--- config.mk ---
export PLATFORM = sky130hd
export DESIGN_NAME = encoder_period_speed_meter
export DESIGN_NICKNAME = d
export VERILOG_FILES = /design/src/hw/rtl/epsm_pkg.sv /design/src/hw/rtl/epsm_ctrl.sv /design/src/hw/rtl/epsm_datapath.sv /design/src/hw/rtl/encoder_period_speed_meter.sv
export SDC_FILE = /design/constraint.sdc
export NUM_CORES = 2
export LEC_CHECK = 0
export BUFFER_PORTS_ARGS = -buffer_cell sky130_fd_sc_hd__buf_4
export CAP_MARGIN = 20
export CORE_MARGIN = 2
export CORE_UTILIZATION = 25
export CTS_CLUSTER_DIAMETER = 40
export CTS_CLUSTER_SIZE = 8
export DETAILED_ROUTE_END_ITERATION = 10
export SLEW_MARGIN = 10
export SYNTH_ARGS = -nofsm -noshare
export SYNTH_HDL_FRONTEND = slang
export SYNTH_SLANG_ARGS = --single-unit
--- constraint.sdc ---
create_clock -name clock -period 9.1 [get_ports clock]
set_input_delay 1.82 -clock clock [delete_from_list [all_inputs] [get_ports clock]]
set_output_delay 1.82 -clock clock [all_outputs]
set_load 0.02 [all_outputs]
--- src/hw/rtl/epsm_pkg.sv ---
// ----------------------------------------------------------------------------
// Encoder period speed meter package
// Types and constants shared by the controller and the datapath.
// ----------------------------------------------------------------------------
`timescale 1ns / 1ps

package epsm_pkg;

   localparam int SCALE_BITS    = 24;
   localparam int ALPHA_BITS    = 16;
   localparam int OUT_BITS      = 32;
   localparam int DIV_STEPS     = SCALE_BITS;
   localparam int DIV_CNT_BITS  = $clog2(DIV_STEPS);
   localparam int CSR_IDX_BITS  = 2;
   localparam int CSR_DATA_BITS = 24;
   localparam int REQ_DATA_BITS = 40;
   localparam int RSP_DATA_BITS = 136;

   localparam logic [CSR_IDX_BITS-1:0] CSR_INVERT_DIRECTION = 2'd0;
   localparam logic [CSR_IDX_BITS-1:0] CSR_SPEED_SCALE      = 2'd1;
   localparam logic [CSR_IDX_BITS-1:0] CSR_FILTER_ALPHA     = 2'd2;

   localparam logic [SCALE_BITS-1:0] SPEED_SCALE_RESET  = 24'd4416703;
   localparam logic [ALPHA_BITS-1:0] FILTER_ALPHA_RESET = 16'd10486;

   typedef struct packed {
      logic start_edge;
      logic start_sample;
      logic div_step;
      logic speed;
      logic mul;
      logic filt;
      logic load_out;
   } cmd_type;

endpackage

--- src/hw/rtl/epsm_ctrl.sv ---
// ----------------------------------------------------------------------------
// Encoder period speed meter controller
// Sequences one item to the result register, samples via division and filter.
// ----------------------------------------------------------------------------
`timescale 1ns / 1ps

module epsm_ctrl (
   input  logic               clock,
   input  logic               reset,
   input  logic               req_tvalid,
   output logic               req_tready,
   input  logic               req_func,
   output logic               rsp_tvalid,
   input  logic               rsp_tready,
   output epsm_pkg::cmd_type  cmd
);

   typedef enum logic [2:0] {
      ST_IDLE,
      ST_DIVIDE,
      ST_SPEED,
      ST_MULTIPLY,
      ST_FILTER,
      ST_HOLD
   } state_type;

   state_type                            state_ff;
   state_type                            state_in;
   logic [epsm_pkg::DIV_CNT_BITS-1:0]    cnt_ff;
   logic [epsm_pkg::DIV_CNT_BITS-1:0]    cnt_in;
   logic                                 valid_ff;
   logic                                 valid_in;
   logic                                 accept;
   logic                                 load;

   assign req_tready = (state_ff == ST_IDLE);
   assign rsp_tvalid = valid_ff;
   assign accept     = req_tvalid && req_tready;
   assign load       = (state_ff == ST_HOLD) && (!valid_ff || rsp_tready);

   always_comb begin
      cmd              = '0;
      cmd.start_edge   = accept && !req_func;
      cmd.start_sample = accept && req_func;
      cmd.div_step     = (state_ff == ST_DIVIDE);
      cmd.speed        = (state_ff == ST_SPEED);
      cmd.mul          = (state_ff == ST_MULTIPLY);
      cmd.filt         = (state_ff == ST_FILTER);
      cmd.load_out     = load;
   end

   always_comb begin
      state_in = state_ff;
      cnt_in   = cnt_ff;
      case (state_ff)
         ST_IDLE: begin
            cnt_in = '0;
            if (accept) begin
               state_in = req_func ? ST_DIVIDE : ST_HOLD;
            end
         end
         ST_DIVIDE: begin
            cnt_in = cnt_ff + 1'b1;
            if (cnt_ff == (epsm_pkg::DIV_CNT_BITS)'(epsm_pkg::DIV_STEPS - 1)) begin
               state_in = ST_SPEED;
            end
         end
         ST_SPEED:    state_in = ST_MULTIPLY;
         ST_MULTIPLY: state_in = ST_FILTER;
         ST_FILTER:   state_in = ST_HOLD;
         ST_HOLD: begin
            if (load) begin
               state_in = ST_IDLE;
            end
         end
         default:     state_in = ST_IDLE;
      endcase
   end

   always_comb begin
      if (load) begin
         valid_in = 1'b1;
      end else if (rsp_tready) begin
         valid_in = 1'b0;
      end else begin
         valid_in = valid_ff;
      end
   end

   always_ff @(posedge clock) begin
      if (reset) begin
         state_ff <= ST_IDLE;
         cnt_ff   <= '0;
         valid_ff <= 1'b0;
      end else begin
         state_ff <= state_in;
         cnt_ff   <= cnt_in;
         valid_ff <= valid_in;
      end
   end

endmodule

--- src/hw/rtl/epsm_datapath.sv ---
// ----------------------------------------------------------------------------
// Encoder period speed meter datapath
// Position and edge time state, period choice, shift-subtract divider,
// exponential filter and the result register.
// ----------------------------------------------------------------------------
`timescale 1ns / 1ps

module epsm_datapath #(
   parameter int TIME_BITS  = 32,
   parameter int COUNT_BITS = 32
) (
   input  logic                                 clock,
   input  logic                                 reset,
   input  epsm_pkg::cmd_type                    cmd,
   input  logic                                 csr_we,
   input  logic [epsm_pkg::CSR_IDX_BITS-1:0]    csr_index,
   input  logic [epsm_pkg::CSR_DATA_BITS-1:0]   csr_wdata,
   input  logic [epsm_pkg::REQ_DATA_BITS-1:0]   req_tdata,
   output logic [epsm_pkg::RSP_DATA_BITS-1:0]   rsp_tdata
);

   localparam int SB   = epsm_pkg::SCALE_BITS;
   localparam int OB   = epsm_pkg::OUT_BITS;
   localparam int DW   = ((TIME_BITS > SB) ? TIME_BITS : SB) + 1;
   localparam int PW   = epsm_pkg::ALPHA_BITS + OB + 2;
   localparam int PAD  = epsm_pkg::RSP_DATA_BITS - (4 * OB + 1);

   logic                          invert_ff;
   logic [SB-1:0]                 scale_ff;
   logic [epsm_pkg::ALPHA_BITS-1:0] alpha_ff;

   logic [COUNT_BITS-1:0]         count_ff;
   logic                          dir_neg_ff;
   logic                          rev_ff;
   logic [TIME_BITS-1:0]          last_ff;
   logic [TIME_BITS-1:0]          prev_ff;
   logic signed [OB-1:0]          smooth_ff;

   logic                          kind_ff;
   logic [TIME_BITS-1:0]          period_ff;
   logic [DW-1:0]                 rem_ff;
   logic [SB-1:0]                 quo_ff;
   logic signed [OB-1:0]          raw_ff;
   logic signed [PW-1:0]          prod_ff;

   logic                          phase_b;
   logic [TIME_BITS-1:0]          now_t;
   logic [TIME_BITS-1:0]          gap;
   logic [TIME_BITS-1:0]          since;
   logic                          fwd;
   logic [DW-1:0]                 trial;
   logic [DW-1:0]                 per_ext;
   logic                          fits;
   logic signed [OB:0]            diff;
   logic signed [PW-1:0]          biased;
   logic signed [PW-1:0]          q;
   logic [63:0]                   period_w;
   logic [OB-1:0]                 period_out;
   logic signed [OB-1:0]          position;

   assign phase_b  = req_tdata[0];
   assign now_t    = TIME_BITS'(req_tdata[OB:1]);
   assign gap      = last_ff - prev_ff;
   assign since    = now_t - last_ff;
   assign fwd      = phase_b ^ invert_ff;
   assign per_ext  = DW'(period_ff);
   assign trial    = {rem_ff[DW-2:0], quo_ff[SB-1]};
   assign fits     = (trial >= per_ext);
   assign diff     = (OB + 1)'(raw_ff) - (OB + 1)'(smooth_ff);
   assign biased   = prod_ff + PW'(32768);
   assign q        = biased >>> 16;
   assign period_w = 64'(period_ff);
   assign period_out = (period_w > 64'hFFFF_FFFF) ? '1 : period_w[OB-1:0];
   assign position = OB'($signed(count_ff));

   always_ff @(posedge clock) begin
      if (reset) begin
         invert_ff <= 1'b0;
         scale_ff  <= epsm_pkg::SPEED_SCALE_RESET;
         alpha_ff  <= epsm_pkg::FILTER_ALPHA_RESET;
      end else if (csr_we) begin
         case (csr_index)
            epsm_pkg::CSR_INVERT_DIRECTION: invert_ff <= csr_wdata[0];
            epsm_pkg::CSR_SPEED_SCALE:      scale_ff  <= csr_wdata[SB-1:0];
            epsm_pkg::CSR_FILTER_ALPHA:
               alpha_ff <= csr_wdata[epsm_pkg::ALPHA_BITS-1:0];
            default: ;
         endcase
      end
   end

   always_ff @(posedge clock) begin
      if (reset) begin
         count_ff   <= '0;
         dir_neg_ff <= 1'b0;
         rev_ff     <= 1'b0;
         last_ff    <= '0;
         prev_ff    <= '0;
         smooth_ff  <= '0;
      end else begin
         if (cmd.start_edge) begin
            prev_ff    <= last_ff;
            last_ff    <= now_t;
            dir_neg_ff <= !fwd;
            rev_ff     <= fwd ? dir_neg_ff : !dir_neg_ff;
            count_ff   <= fwd ? (count_ff + 1'b1) : (count_ff - 1'b1);
         end
         if (cmd.filt) begin
            smooth_ff <= smooth_ff + q[OB-1:0];
         end
      end
   end

   always_ff @(posedge clock) begin
      if (cmd.start_edge) begin
         kind_ff   <= 1'b0;
         raw_ff    <= '0;
         period_ff <= '0;
      end
      if (cmd.start_sample) begin
         kind_ff   <= 1'b1;
         period_ff <= (gap > since) ? gap : since;
         rem_ff    <= '0;
         quo_ff    <= scale_ff;
      end
      if (cmd.div_step) begin
         rem_ff <= fits ? (trial - per_ext) : trial;
         quo_ff <= {quo_ff[SB-2:0], fits};
      end
      if (cmd.speed) begin
         if (rev_ff || (period_ff == '0)) begin
            raw_ff <= '0;
         end else if (dir_neg_ff) begin
            raw_ff <= -OB'(quo_ff);
         end else begin
            raw_ff <= OB'(quo_ff);
         end
      end
      if (cmd.mul) begin
         prod_ff <= PW'($signed({1'b0, alpha_ff}) * diff);
      end
      if (cmd.load_out) begin
         rsp_tdata <= {PAD'(0),
                       kind_ff ? period_out : OB'(0),
                       rev_ff,
                       smooth_ff,
                       raw_ff,
                       position};
      end
   end

endmodule

--- src/hw/rtl/encoder_period_speed_meter.sv ---
// ----------------------------------------------------------------------------
// Encoder period speed meter
// One wheel's quadrature position count and period-method speed estimate.
// ----------------------------------------------------------------------------
// The request stream carries one beat per event. With req_tuser low the beat
// is a rising A edge: the B level moves the position count and shifts the edge
// times. With req_tuser high the beat asks for a speed sample at now_us.
// Every request beat returns exactly one response beat with the count, the raw
// and filtered speed in rad/s Q.8, the reversal flag and the chosen period.
// An edge beat goes straight to the response register load. A sample beat
// first runs the one-bit-per-cycle divider, then the sign, multiply and
// filter update steps, and then loads the response register.
// One beat is in work at a time; a new request is taken in the cycle after the
// result enters the response register, even while that response is stalled.
// A stalled response holds its beat, and the next result waits behind it.
// Reset clears the count, edge times and filter, sets forward rotation and
// loads the register defaults. The user writes registers through csr_* only
// while idle; the block itself does not enforce this.
// ----------------------------------------------------------------------------
`timescale 1ns / 1ps

module encoder_period_speed_meter #(
   parameter int TIME_BITS  = 32,
   parameter int COUNT_BITS = 32
) (
   input  logic                                 clock,
   input  logic                                 reset,
   input  logic                                 req_tvalid,
   output logic                                 req_tready,
   // Fields from bit 0: phase_b, now_us.
   input  logic [epsm_pkg::REQ_DATA_BITS-1:0]   req_tdata,
   // Fields from bit 0: func.
   input  logic                                 req_tuser,
   output logic                                 rsp_tvalid,
   input  logic                                 rsp_tready,
   // Fields from bit 0: position_count, speed_raw, speed_filtered,
   // reversing, period_us.
   output logic [epsm_pkg::RSP_DATA_BITS-1:0]   rsp_tdata,
   input  logic                                 csr_we,
   input  logic [epsm_pkg::CSR_IDX_BITS-1:0]    csr_index,
   input  logic [epsm_pkg::CSR_DATA_BITS-1:0]   csr_wdata
);

   epsm_pkg::cmd_type cmd;

   epsm_ctrl u_ctrl (
      .clock      (clock),
      .reset      (reset),
      .req_tvalid (req_tvalid),
      .req_tready (req_tready),
      .req_func   (req_tuser),
      .rsp_tvalid (rsp_tvalid),
      .rsp_tready (rsp_tready),
      .cmd        (cmd)
   );

   epsm_datapath #(
      .TIME_BITS  (TIME_BITS),
      .COUNT_BITS (COUNT_BITS)
   ) u_datapath (
      .clock     (clock),
      .reset     (reset),
      .cmd       (cmd),
      .csr_we    (csr_we),
      .csr_index (csr_index),
      .csr_wdata (csr_wdata),
      .req_tdata (req_tdata),
      .rsp_tdata (rsp_tdata)
   );

endmodule

Yosys cells after proc, flatten, opt, wreduce, memory -nomap -nowiden
Cells that the tools add are included.
- input bits: 72
- RAM bits: 0
- word-level logic and storage cells: 90
- bits in read-only memories: 0
- output and inout port bits: 138
- memories: 0
- latch bits: 0
- register bits after elaboration: 478
- $mul: 1
- reductions and logical operators: 22
- order comparisons: 3
- div/mod/pow operators: 0
- shift-type cells: 0
- mux-type cells: 22
- $add $sub $neg: 10
- equality and inequality tests: 11
- bitwise gates (word level): 1
- operators by type and width (cell ; number):
    2-to-1 mux 32 bit ; 11
    subtractor 32 bit ; 3
    adder 48 x 17 -> 48 bit, second input constant ; 1
    multiplier 17 x 33 -> 48 bit ; 1
    2-to-1 mux 24 bit ; 2
    >= comparator 33 x 32 -> 1 bit ; 1
    subtractor 32 x 32 -> 33 bit ; 1
    adder 32 x 1 -> 32 bit, second input constant ; 1
    adder 32 bit ; 1
    > comparator 32 bit ; 1
    > comparator 32 bit, second input constant ; 1
    zero test 32 bit ; 1
    negator 24 -> 32 bit ; 1
    subtractor 32 x 1 -> 32 bit, second input constant ; 1
    case mux 3 bit (6 select lines) ; 1
    2-to-1 mux 3 bit ; 4
    case mux 5 bit (2 select lines) ; 1
    nonzero test 2 bit ; 5
    equality test 3 x 2 -> 1 bit, second input constant ; 2
    equality test 3 bit, second input constant ; 2
    AND reduction 2 bit ; 3
    adder 5 x 1 -> 5 bit, second input constant ; 1
    equality test 5 bit, second input constant ; 1
    logical AND 1 bit ; 4
    other kinds (12) ; 19

Logic depth before layout (Yosys ltp)
- word-level depth: 5
- depth in mapped cells: 39
- mapped depth without buffers: 39

Cells and area by module
Synthesis repeated with hierarchy kept, for this count alone.
- cell total of the unflattened synthesis: 5231
- area, all modules: 47430.5 sq um
- modules (own cells, without submodules) (module ; area an instance (sq um) ; times used ; cells each):
    epsm_datapath ; 46928.8 ; 1 ; 5166
    epsm_ctrl ; 501.7 ; 1 ; 65

Least setup slack after synthesis
OpenSTA, ideal clock, no wires.
- path kind: reg2reg
- start point: register u_datapath.raw_ff[0]
- end point: register u_datapath.prod_ff[47] (data pin)
- period minus slack after synthesis: 8.903 ns
- setup slack: 0.197 ns
- arrival: 8.643 ns
- setup time: 0.260 ns
- cell stages (with the launch flop): 38
- required time: 8.840 ns
- path through: edfxtp_1 inv_1 ha_1 inv_1 fa_1 a211oi_1 o21ai_0 a41oi_1 a21oi_1 and2_1 o21ai_0 nand2b_1 a21o_1 a21oi_1 xnor2_1 clkbuf_1 nand2_1 fa_1 [2 not listed] inv_1 fa_1 fa_1 inv_1 fa_1 inv_1 ha_1 a21o_1 a21o_1 a221oi_1 o21ai_1 o21ai_1 a21oi_1 a221oi_1 o21bai_1 a211oi_1 xnor2_1 xnor2_1
- word-level cells in the longest chain between the ends: 2
- RTL lines (what ; RTL line ; source):
    start, declared ; epsm_datapath.sv:43 ; logic signed [OB-1:0] raw_ff;
    start signal, assigned ; epsm_datapath.sv:134 ; raw_ff <= -OB'(quo_ff);
    start signal, assigned ; epsm_datapath.sv:136 ; raw_ff <= OB'(quo_ff);
    subtractor 32 x 32 -> 33 bit ; epsm_datapath.sv:69 ; assign diff = (OB + 1)'(raw_ff) - (OB + 1)'(smooth_ff);
    multiplier 17 x 33 -> 48 bit ; epsm_datapath.sv:140 ; prod_ff <= PW'($signed({1'b0, alpha_ff}) * diff);
    end signal, assigned ; epsm_datapath.sv:140 ;
    end, declared ; epsm_datapath.sv:44 ; logic signed [PW-1:0] prod_ff;
Every way passes these cells.
A chain may end at the register's enable or synchronous reset.

Worst setup path after layout
- start point: register u_datapath.raw_ff[0]
- end point: register u_datapath.prod_ff[35] (data pin)
Same word-level chain as after synthesis.

==> impl_metrics.ini <==
[sta]
setup_viol = 0
tightest_slew_ns = 1.09
fin_skew_ns = 0.0630
fmax_mhz = 114
layout_min_cycle_time_ns = 8.76
slew_viol_final = 0
fin_crit_sh = 0.963
rsz0062_at_grt = true
final-hold-violation-count = 0
max_slew_margin = 0.268
fin_ws_ns = 0.338

[cells_and_area]
post-route-util = 0.301
regArea_um2 = 12100
syn_to_final_growth_pct = 20.1
stdcell_count = 7781
design_area_um2 = 54300
fillers = 18851
layout-drive-gt1-share = 0.131
final_nets = 6237
multi_input_area_um2 = 30100

[setup_path]
crit_fanout = 5
crit_arrival_ns = 9.18
endpoint = u_datapath.prod_ff[35]
required_ns = 9.52
critPathTopFamily = adder cells
start_kind = flip-flop
r2r_end = u_datapath.prod_ff[35]
path_class = reg2reg
max_stage_delay_ns = 0.52
r2r_start = u_datapath.raw_ff[0]
rr_worst_depth = 41
critical-path-slowest-cell = fa_1
critPathBufInv = 10
crit_path_end_kind = flip-flop
worst-path-stages = 41
rrSetupSlack_ns = 0.34
path_common_cell = fa_1
startpoint = u_datapath.raw_ff[0]

[floorplanning]
die_height_um = 429
row_count = 156
start_util = 0.251
pin_count = 210
core_area_um2 = 180000
die_w_um = 429
die_area_um2 = 184000

[drt]
ant_nets = 0
first_pass_iters = 9
met1Wirelength_um = 54600
vias = 35328
via_per_inst = 4.54
dr_wl_met3_um = 5510
routed_wl_um = 128000
drt-initial-drc-count = 2181
wl_met2_um = 62900
wl_per_cell_um = 16.4
drc = 0
routed.top_layer = met4

[synth]
synth.ff_latch_count = 463
seq_area_frac_synth = 0.267
synth_area_leaders = fa_1, edfxtp_1, ha_1, dfxtp_1, inv_1
async_flop_share = 0
synth_top_area_frac = 0.217
avgSynthCellArea_um2 = 9.05
synthCells = 5000
ys.flop_type = edfxtp_1
synth_area_um2 = 45200
synth.top_cells.by_count = inv_1, nand2_1, fa_1, ha_1, a21oi_1
synth.most_common_cell = inv_1
synth.distinct_cells = 74
yosysTopAreaCell = fa_1
synth-edff-count = 282
yosysWarnings = 0

[placement]
pre_cts_slack_ns = -0.465
place_hpwl_um = 100000
portBuffers = 195
place_congestion = 0.880
placed_cells = 7601
placed_area_um2 = 50800

[hold_path]
holdCritPathClass = reg2reg
min_from = u_datapath.prev_ff[5]

[global_route]
grt_pass1_vias = 35786
grt_max_degree = 101
grtUsageTotal = 0.138
grt_pass1_wl_um = 200000
overflow = 0
grt_antenna_before_repair = 4

[cts]
cts.clk_slew.worst_paths_ns = 0.05
cts.htree.levels = 3
clock_latency_ns = 0.71
numCtsBuffers = 83
cts_num_sinks = 463
cts_tree = done
cts_root_buf = clkbuf_16
clockBufferDepth = 3

[run]
maxCapViolations = 0

[run_status]
outcome = finished, final reports clean
[sequential cells by signal, summed over array words and instances, names as in the netlist, 5 cells and up]
| register | flops |
|---|---|
| u_datapath.last_ff | 32 |
| u_datapath.quo_ff | 24 |
| u_datapath.period_ff | 32 |
| u_ctrl.cnt_ff | 5 |
| u_datapath.alpha_ff | 16 |
| u_datapath.smooth_ff | 32 |
| u_datapath.rem_ff | 32 |
| u_datapath.prev_ff | 32 |
| u_datapath.rsp_tdata | 129 |
| u_datapath.scale_ff | 24 |
| u_datapath.raw_ff | 32 |
| u_datapath.prod_ff | 33 |
| u_datapath.count_ff | 32 |
[worst reg2reg max path: cells and delay by family, from the launching register on]
| family | cells | cell delay (ns) |
|---|---|---|
| flops | 1 | 0.38 |
| simple gates | 9 | 1.35 |
| buf+inv | 10 | 1.00 |
| compound gates | 11 | 1.72 |
| xor+xnor | 2 | 0.28 |
| fa+ha+maj | 9 | 3.78 |
[metrics by stage]
step	hold slack (ns)	TNS, ns
after floorplan	0.417	0
after global placement	0.434	-1.94
after detailed placement	0.442	-2.59
after CTS	0.455	0
after global routing	0.467	-0.184
final	0.452	0
[kinds of logic after synthesis]
group | after synthesis | share of synthesized area
simple gates | 1670 | 0.174
buf+inv | 951 | 0.0797
fa+ha+maj | 828 | 0.310
compound gates | 774 | 0.106
flops | 463 | 0.267
xor+xnor | 262 | 0.0507
mux | 51 | 0.0116
other cells | 1 | 0.0000829
[metal layers]
metal,track usage,vias up
li1,-,16881
met1,0.172,17475
met2,0.242,783
met3,0.0195,189
met4,0.0481,0
met5,0,-
[area by class of cell]
class,count,share of cell area
Clock inverter,33,0.0105
Timing Repair Buffer,445,0.0648
Antenna cell,1,0.0000461
Sequential cell,463,0.223
Inverter,755,0.0522
Multi-Input combinational cell,3592,0.554
Clock buffer,122,0.0415
Tap cell,2370,0.0546
[cell usage in the layout (no fill, tap or decap), types with 86 or more instances in the layout]
master    instances
nand2_1         747
a21o_1           86
ha_1            324
nor2_1          274
xor2_1           96
a21oi_1         306
fa_1            474
xnor2_1         154
and2_1          276
dfxtp_1         176
o21ai_0         107
buf_4           424
inv_1           744
edfxtp_1        282
[what timing repair did]
item	4_1_cts	5_1_grt
endpoints found under the setup margin	13	18
hold buffers	0	0
pin swaps	3	105
buffers inserted	3	18
resized for setup	21	97
gates cloned	0	1
[worst min path at each step]
stage                               endpoint  slack, ns  cells after the start
global placement    u_datapath.rsp_tdata[31]       0.43                      0
floorplan           u_datapath.rsp_tdata[31]       0.42                      0
finish                 u_datapath.prev_ff[5]       0.45                      2
global route           u_datapath.prev_ff[9]       0.47                      2
CTS                    u_datapath.prev_ff[8]       0.45                      2
detailed placement  u_datapath.rsp_tdata[31]       0.44                      0
Power is not shown: default switching activity piles up to over one toggle a cycle in this logic, so the estimate is an artifact.
